===== config.mk =====
export PLATFORM = sky130hd
export DESIGN_NAME = ula_ctrl
export DESIGN_NICKNAME = d
export VERILOG_FILES = /design/src/rtl/ula_pkg.sv /design/src/rtl/ula_ctrl.sv
export SDC_FILE = /design/constraint.sdc
export NUM_CORES = 1
export LEC_CHECK = 0
export BUFFER_PORTS_ARGS = -buffer_cell sky130_fd_sc_hd__buf_2
export CAP_MARGIN = 20
export CORE_UTILIZATION = 51
export CTS_BUF_LIST = sky130_fd_sc_hd__clkbuf_8
export CTS_CLUSTER_DIAMETER = 200
export DETAILED_ROUTE_END_ITERATION = 8
export PLACE_DENSITY_LB_ADDON = 0.2
export SLEW_MARGIN = 20
export SYNTH_ARGS = -nofsm -noshare
export SYNTH_HDL_FRONTEND = slang
export SYNTH_SLANG_ARGS = --single-unit

===== constraint.sdc =====
create_clock -name clk -period 4.2 [get_ports clk]
set_input_delay 0.21 -clock clk [delete_from_list [all_inputs] [get_ports clk]]
set_output_delay 0.21 -clock clk [all_outputs]
set_load 0.03 [all_outputs]

===== src/rtl/ula_pkg.sv =====
// ----------------------------------------------------------------------------
// ula_pkg
// Types and codes for the undo log array: operation kinds, undo record tags,
// status codes and the transfer structs of the command and result ports.
// ----------------------------------------------------------------------------
`default_nettype none

package ula_pkg;

  localparam int ARRAY_DEPTH_DEF = 1024;
  localparam int UNDO_DEPTH_DEF  = 1024;
  localparam int VALUE_WIDTH_DEF = 32;

  // operation kinds
  localparam logic [2:0] KIND_PUSH  = 3'd0;
  localparam logic [2:0] KIND_POP   = 3'd1;
  localparam logic [2:0] KIND_SET   = 3'd2;
  localparam logic [2:0] KIND_UNDO  = 3'd3;
  localparam logic [2:0] KIND_READ  = 3'd4;

  // undo record tags
  localparam logic [1:0] TAG_PUSH = 2'd0;
  localparam logic [1:0] TAG_POP  = 2'd1;
  localparam logic [1:0] TAG_SET  = 2'd2;

  // result status
  localparam logic [1:0] STAT_OK       = 2'd0;
  localparam logic [1:0] STAT_RANGE    = 2'd1;
  localparam logic [1:0] STAT_LOGFULL  = 2'd2;
  localparam logic [1:0] STAT_EMPTYLOG = 2'd3;

  typedef struct packed {
    logic [2:0]  kind;
    logic [9:0]  index;
    logic [31:0] value;
  } in_t;

  typedef struct packed {
    logic [31:0] read_value;
    logic [10:0] length;
    logic        can_undo;
    logic [1:0]  status;
  } out_t;

endpackage

`default_nettype wire


===== src/rtl/ula_ctrl.sv =====
// ----------------------------------------------------------------------------
// ula_ctrl
// Sequencer of the undo log array: issues memory reads on command transfer,
// then decides, writes back to the memories as the command requires and registers the result.
// ----------------------------------------------------------------------------
`default_nettype none

module ula_ctrl #(
  parameter int ARRAY_DEPTH = ula_pkg::ARRAY_DEPTH_DEF,
  parameter int UNDO_DEPTH  = ula_pkg::UNDO_DEPTH_DEF,
  parameter int VALUE_WIDTH = ula_pkg::VALUE_WIDTH_DEF,
  localparam int AW   = (ARRAY_DEPTH > 1) ? $clog2(ARRAY_DEPTH) : 1,
  localparam int UAW  = (UNDO_DEPTH > 1) ? $clog2(UNDO_DEPTH) : 1,
  localparam int RW   = 2 + AW + VALUE_WIDTH
) (
  input  wire logic                   clk,
  input  wire logic                   rst_n,
  input  wire logic                   start,
  output logic                        busy,
  input  wire ula_pkg::in_t           in_data,
  output logic                        out_valid,
  output ula_pkg::out_t               out_data,
  // element store
  output logic                        e_we,
  output logic      [AW-1:0]          e_waddr,
  output logic      [VALUE_WIDTH-1:0] e_wdata,
  output logic                        e_re,
  output logic      [AW-1:0]          e_raddr,
  input  wire logic [VALUE_WIDTH-1:0] e_rdata,
  // undo log
  output logic                        u_we,
  output logic      [UAW-1:0]         u_waddr,
  output logic      [RW-1:0]          u_wdata,
  output logic                        u_re,
  output logic      [UAW-1:0]         u_raddr,
  input  wire logic [RW-1:0]          u_rdata
);

  localparam int CW   = $clog2(ARRAY_DEPTH + 1);
  localparam int UCW  = $clog2(UNDO_DEPTH + 1);
  localparam int CMPW = (CW > 10) ? CW : 10;
  localparam int VW   = VALUE_WIDTH;

  localparam logic [CW-1:0]  AD_CNT = CW'(ARRAY_DEPTH);
  localparam logic [UCW-1:0] UD_CNT = UCW'(UNDO_DEPTH);

  localparam logic S_IDLE = 1'b0;
  localparam logic S_EXEC = 1'b1;

  logic           state_r, state_nxt;
  logic [CW-1:0]  count_r, count_nxt;
  logic [UCW-1:0] ucount_r, ucount_nxt;
  logic [2:0]     kind_r;
  logic [9:0]     idx_r;
  logic [VW-1:0]  val_r;

  logic           out_valid_r;
  ula_pkg::out_t  out_data_r, res_nxt;

  logic           accept;
  logic [63:0]    in_val64;
  logic [63:0]    rd64;
  logic [VW-1:0]  rd;
  logic [1:0]     st;
  logic           log_full;
  logic           idx_ok;
  logic [AW-1:0]  idx_a;
  logic [1:0]     rec_tag;
  logic [AW-1:0]  rec_pos;
  logic [VW-1:0]  rec_old;

  assign accept   = start && (state_r == S_IDLE);
  assign busy     = (state_r == S_EXEC);
  assign in_val64 = 64'(in_data.value);

  // reads are issued at the command transfer, data is ready in the exec cycle
  assign e_re    = accept;
  assign e_raddr = (in_data.kind == ula_pkg::KIND_POP) ? AW'(count_r - 1'b1)
                                                       : AW'(in_data.index);
  assign u_re    = accept;
  assign u_raddr = UAW'(ucount_r - 1'b1);

  assign log_full = (ucount_r == UD_CNT);
  assign idx_ok   = CMPW'(idx_r) < CMPW'(count_r);
  assign idx_a    = AW'(idx_r);
  assign rec_tag  = u_rdata[RW-1 -: 2];
  assign rec_pos  = u_rdata[VW +: AW];
  assign rec_old  = u_rdata[VW-1:0];

  always_comb begin
    count_nxt  = count_r;
    ucount_nxt = ucount_r;
    st         = ula_pkg::STAT_OK;
    rd         = '0;
    e_we       = 1'b0;
    e_waddr    = AW'(count_r);
    e_wdata    = val_r;
    u_we       = 1'b0;
    u_waddr    = UAW'(ucount_r);
    u_wdata    = {ula_pkg::TAG_PUSH, {AW{1'b0}}, {VW{1'b0}}};

    if (state_r == S_EXEC) begin
      unique case (kind_r)
        ula_pkg::KIND_PUSH: begin
          if (count_r == AD_CNT) begin
            st = ula_pkg::STAT_RANGE;
          end else if (log_full) begin
            st = ula_pkg::STAT_LOGFULL;
          end else begin
            u_we       = 1'b1;
            ucount_nxt = ucount_r + 1'b1;
            e_we       = 1'b1;
            count_nxt  = count_r + 1'b1;
          end
        end
        ula_pkg::KIND_POP: begin
          if (count_r == '0) begin
            st = ula_pkg::STAT_RANGE;
          end else if (log_full) begin
            st = ula_pkg::STAT_LOGFULL;
          end else begin
            u_we       = 1'b1;
            u_wdata    = {ula_pkg::TAG_POP, {AW{1'b0}}, e_rdata};
            ucount_nxt = ucount_r + 1'b1;
            count_nxt  = count_r - 1'b1;
          end
        end
        ula_pkg::KIND_SET: begin
          if (!idx_ok) begin
            st = ula_pkg::STAT_RANGE;
          end else if (log_full) begin
            st = ula_pkg::STAT_LOGFULL;
          end else begin
            u_we       = 1'b1;
            u_wdata    = {ula_pkg::TAG_SET, idx_a, e_rdata};
            ucount_nxt = ucount_r + 1'b1;
            e_we       = 1'b1;
            e_waddr    = idx_a;
          end
        end
        ula_pkg::KIND_UNDO: begin
          if (ucount_r == '0) begin
            st = ula_pkg::STAT_EMPTYLOG;
          end else if (rec_tag == ula_pkg::TAG_SET) begin
            if (CW'(rec_pos) >= count_r) begin
              st = ula_pkg::STAT_RANGE;
            end else begin
              e_we       = 1'b1;
              e_waddr    = rec_pos;
              e_wdata    = rec_old;
              ucount_nxt = ucount_r - 1'b1;
            end
          end else if (rec_tag == ula_pkg::TAG_PUSH) begin
            if (count_r == '0) begin
              st = ula_pkg::STAT_RANGE;
            end else begin
              count_nxt  = count_r - 1'b1;
              ucount_nxt = ucount_r - 1'b1;
            end
          end else begin
            // re-append the popped value
            if (count_r == AD_CNT) begin
              st = ula_pkg::STAT_RANGE;
            end else begin
              e_we       = 1'b1;
              e_wdata    = rec_old;
              count_nxt  = count_r + 1'b1;
              ucount_nxt = ucount_r - 1'b1;
            end
          end
        end
        ula_pkg::KIND_READ: begin
          if (!idx_ok) begin
            st = ula_pkg::STAT_RANGE;
          end else begin
            rd = e_rdata;
          end
        end
        default: begin
          st = ula_pkg::STAT_RANGE;
        end
      endcase
    end
  end

  assign rd64 = 64'(rd);

  always_comb begin
    res_nxt.read_value = rd64[31:0];
    res_nxt.length     = 11'(count_nxt);
    res_nxt.can_undo   = (ucount_nxt != '0);
    res_nxt.status     = st;
  end

  always_comb begin
    state_nxt = state_r;
    unique case (state_r)
      S_IDLE:  if (start) state_nxt = S_EXEC;
      S_EXEC:  state_nxt = S_IDLE;
      default: state_nxt = S_IDLE;
    endcase
  end

  always_ff @(posedge clk) begin
    if (!rst_n) begin
      state_r     <= S_IDLE;
      count_r     <= '0;
      ucount_r    <= '0;
      out_valid_r <= 1'b0;
    end else begin
      state_r     <= state_nxt;
      count_r     <= count_nxt;
      ucount_r    <= ucount_nxt;
      out_valid_r <= (state_r == S_EXEC);
    end
  end

  always_ff @(posedge clk) begin
    if (accept) begin
      kind_r <= in_data.kind;
      idx_r  <= in_data.index;
      val_r  <= in_val64[VW-1:0];
    end
    if (state_r == S_EXEC) begin
      out_data_r <= res_nxt;
    end
  end

  assign out_valid = out_valid_r;
  assign out_data  = out_data_r;

endmodule

`default_nettype wire


==> metrics <==
dpl cells 1,252; Net Sw Frac 0.295; Pre-antenna DRT Iters 6; hold path depth 2; R2R Path Start count_r[0]; WHS Endpoint out_data[37]; Async S/R FF share, synth 0; vias in the first global route 6,930; NumNets Final 1,280; Synth Area in XOR/XNOR 0.0300; FF+latch count, synth 115; most frequent cells in the layout buf_2 (291), edfxtp_1 (91), and2_1 (86), nand2_1 (79), o21ai_0 (64); predominant post-synthesis flop cell edfxtp_1; initial antenna violation count 0; CTS tree yes; most common cell after layout, fill and taps aside buf_2; HP Start e_rdata[23]; Worst R2R End out_data[2]; Antenna diodes 0; Final Hold Fails 0; num ports 292; Clock power frac 0.365; YS warnings 0; CP arrival 4010 ps; die width 124 um; met2 usage 0.520; sequential power share 0.446; Row Count 44; Final ANT Viol Nets 0; CP required 4390 ps; share of cells above drive strength 1 0.357; net switching power 869 uW; r2r worst-path depth 11; largest net degree at the start of global routing 63; flop-to-flop setup slack 380 ps; Initial Util 0.522; worst min path class in -> reg; final design utilization 0.692; Combinational Power Share 0.190; initial DRC count 926; routed vias/inst 5.76; Post-Layout Cell Count 1,329; clock latency on the worst-skew pair 450 ps; maximum clock path buffer count 2; final setup fails 0; max_slew headroom 0.471; fmax 262 MHz; status finished, final reports clean; Synth Area in Adders 0.0396; M3 GR Usage 0.0778; syn_area_per_cell 9.27 um2; # DRC 0; gpl congestion 0.939; Core Box Area 0.0145 mm2; CP Class reg -> reg; Clock transition at path regs 70 ps; Worst Skew 10.0 ps; synthesized area 0.00759 mm2; Sink Count 115; Distinct cells, synth 75; Final period util 0.909; WL/cell 19.2 um; Routed WL 25,500 um; Num CTS Buffers 17; GRT Total Usage 0.326; fin crit period 3820 ps; max-cap violations 0; Die Ht 124 um; pwr dens 293 mW/mm2; worst slew pin tran 791 ps; Synth Area in Compound Gates 0.168; CP max FO 12; Port Buffers 291; Tot Pwr 2.94 mW; fill count 1,204; GRT met1 Usage 0.424; setup_tns 0 ps; H-tree Lvls 4; P_leak 4.33 nW; internal power 2.07 mW; Post-synth EDFFs 91; busiest grt layer met2; syn_nets 967; Worst VDD drop 0.000161 V; die area 0.0154 mm2; mux share of post-synthesis cell area 0.0534; Layout area overhead 32.5%; Final Max Tran Viols 0; post-synthesis sequential area ratio 0.423; post-synthesis simple-gate area fraction 0.232; RSZ-0062 raised after global routing false; CP startpoint kind register; crit end category register; largest family of logic cells by synthesized area simple AND/OR/NAND/NOR gates; gr ovfl total 0; CTS root buffer clkbuf_8; via count 7,649; first-pass GRT wire length 37,300 um; Post-Synthesis Cells 819; detailed placer's ending HPWL 18,100 um
-- cell families after synthesis --
logic type / after synthesis
compound gates: 202
buf+inv: 91
simple gates: 325
mux: 36
flops: 115
fa+ha+maj: 24
xor+xnor: 26
-- synth_stat cells (all sizes together), types with 5 or more instances --
master | instances | area, um2
a21o | 5 | 45.0
nor4 | 9 | 77.6
buf | 20 | 135
xnor2 | 22 | 193
ha | 24 | 300
mux2 | 33 | 375
dfxtp | 24 | 480
edfxtp | 91 | 2730
or3 | 8 | 50.1
and3 | 16 | 100
nor2b | 13 | 81.3
inv | 19 | 71.3
a31oi | 9 | 56.3
nand3 | 18 | 90.1
nand2 | 79 | 297
nand4 | 6 | 37.5
a21oi | 57 | 285
nor3 | 16 | 85.1
a211oi | 6 | 50.1
o211ai | 6 | 45.0
o21ai | 65 | 325
nand2b | 11 | 68.8
clkbuf | 51 | 191
a221oi | 6 | 52.6
nor2 | 42 | 160
o22ai | 10 | 62.6
or2 | 6 | 40.0
and2 | 86 | 538
-- worst max-delay path by stage --
stage,start,end,slack [ps],depth (start not counted)
after floorplan,busy,u_re,320,2
after global placement,count_r[0],out_data[2],440,11
after detailed placement,count_r[0],out_data[2],380,11
after CTS,count_r[8],e_waddr[4],320,11
after global routing,count_r[0],out_data[2],160,11
final,count_r[0],out_data[2],380,11
-- per-stage QoR --
stage | cell area (um2) | hold slack [ps] | setup WS, ps
finish | 10100 | 46.8 | 383
global route | 10100 | 32.7 | 161
CTS | 10000 | 31.1 | 320
detailed placement | 9200 | 389 | 380
global placement | 9200 | 386 | 437
floorplan | 7590 | 309 | 323
-- sequential cells by signal (all words and copies together), names as in the netlist --
name       count
idx_a         10
busy           1
ucount_r      11
count_r       11
out_valid      1
val_r         32
out_data      46
kind_r         3
-- per-layer routing --
metal	wire (um)	vias up
li1	-	3585
met1	10300	3568
met2	12000	444
met3	2630	52
met4	625	0
met5	0	-
-- layout make-up --
type / instances / area, um2 / area share
sequential: 115 / 3210 / 0.320
tap: 184 / 230 / 0.0229
clock inverter: 15 / 166 / 0.0165
timing repair buffer: 365 / 2140 / 0.213
clock buffer: 17 / 234 / 0.0233
multi-input combinational: 613 / 4000 / 0.398
inverter: 20 / 75.1 / 0.00747
-- power by group through the flow --
stage	combinational (mW)	clock (mW)	sequential, mW
3_3_place_gp	0.506	0	1.33
6_report	0.558	1.07	1.31
4_1_cts	0.547	1.08	1.31
5_1_grt	0.599	1.13	1.32
2_1_floorplan	0.277	0	1.38
3_5_place_dp	0.511	0	1.33
-- repair_timing --
action / 4_1_cts / 5_1_grt
gates resized for setup: 0 / 3
endpoints found under the hold margin: 45 / 0
endpoints found under the setup margin: 0 / 8
hold buffers: 45 / 0
setup buffers: 0 / 0
-- worst max-delay path, stage by stage (launching register included) --
cell and delay [ps]:
dfxtp_1 430, inv_1 160, ha_1 380, or4b_4 600
a2111oi_4 270, or2_4 230, a21oi_1 140, a31oi_1 200
a32oi_1 90, nor4b_1 320, nand4_1 180, or4_1 540
No activity file was read; power rests on OpenSTA's default activity.
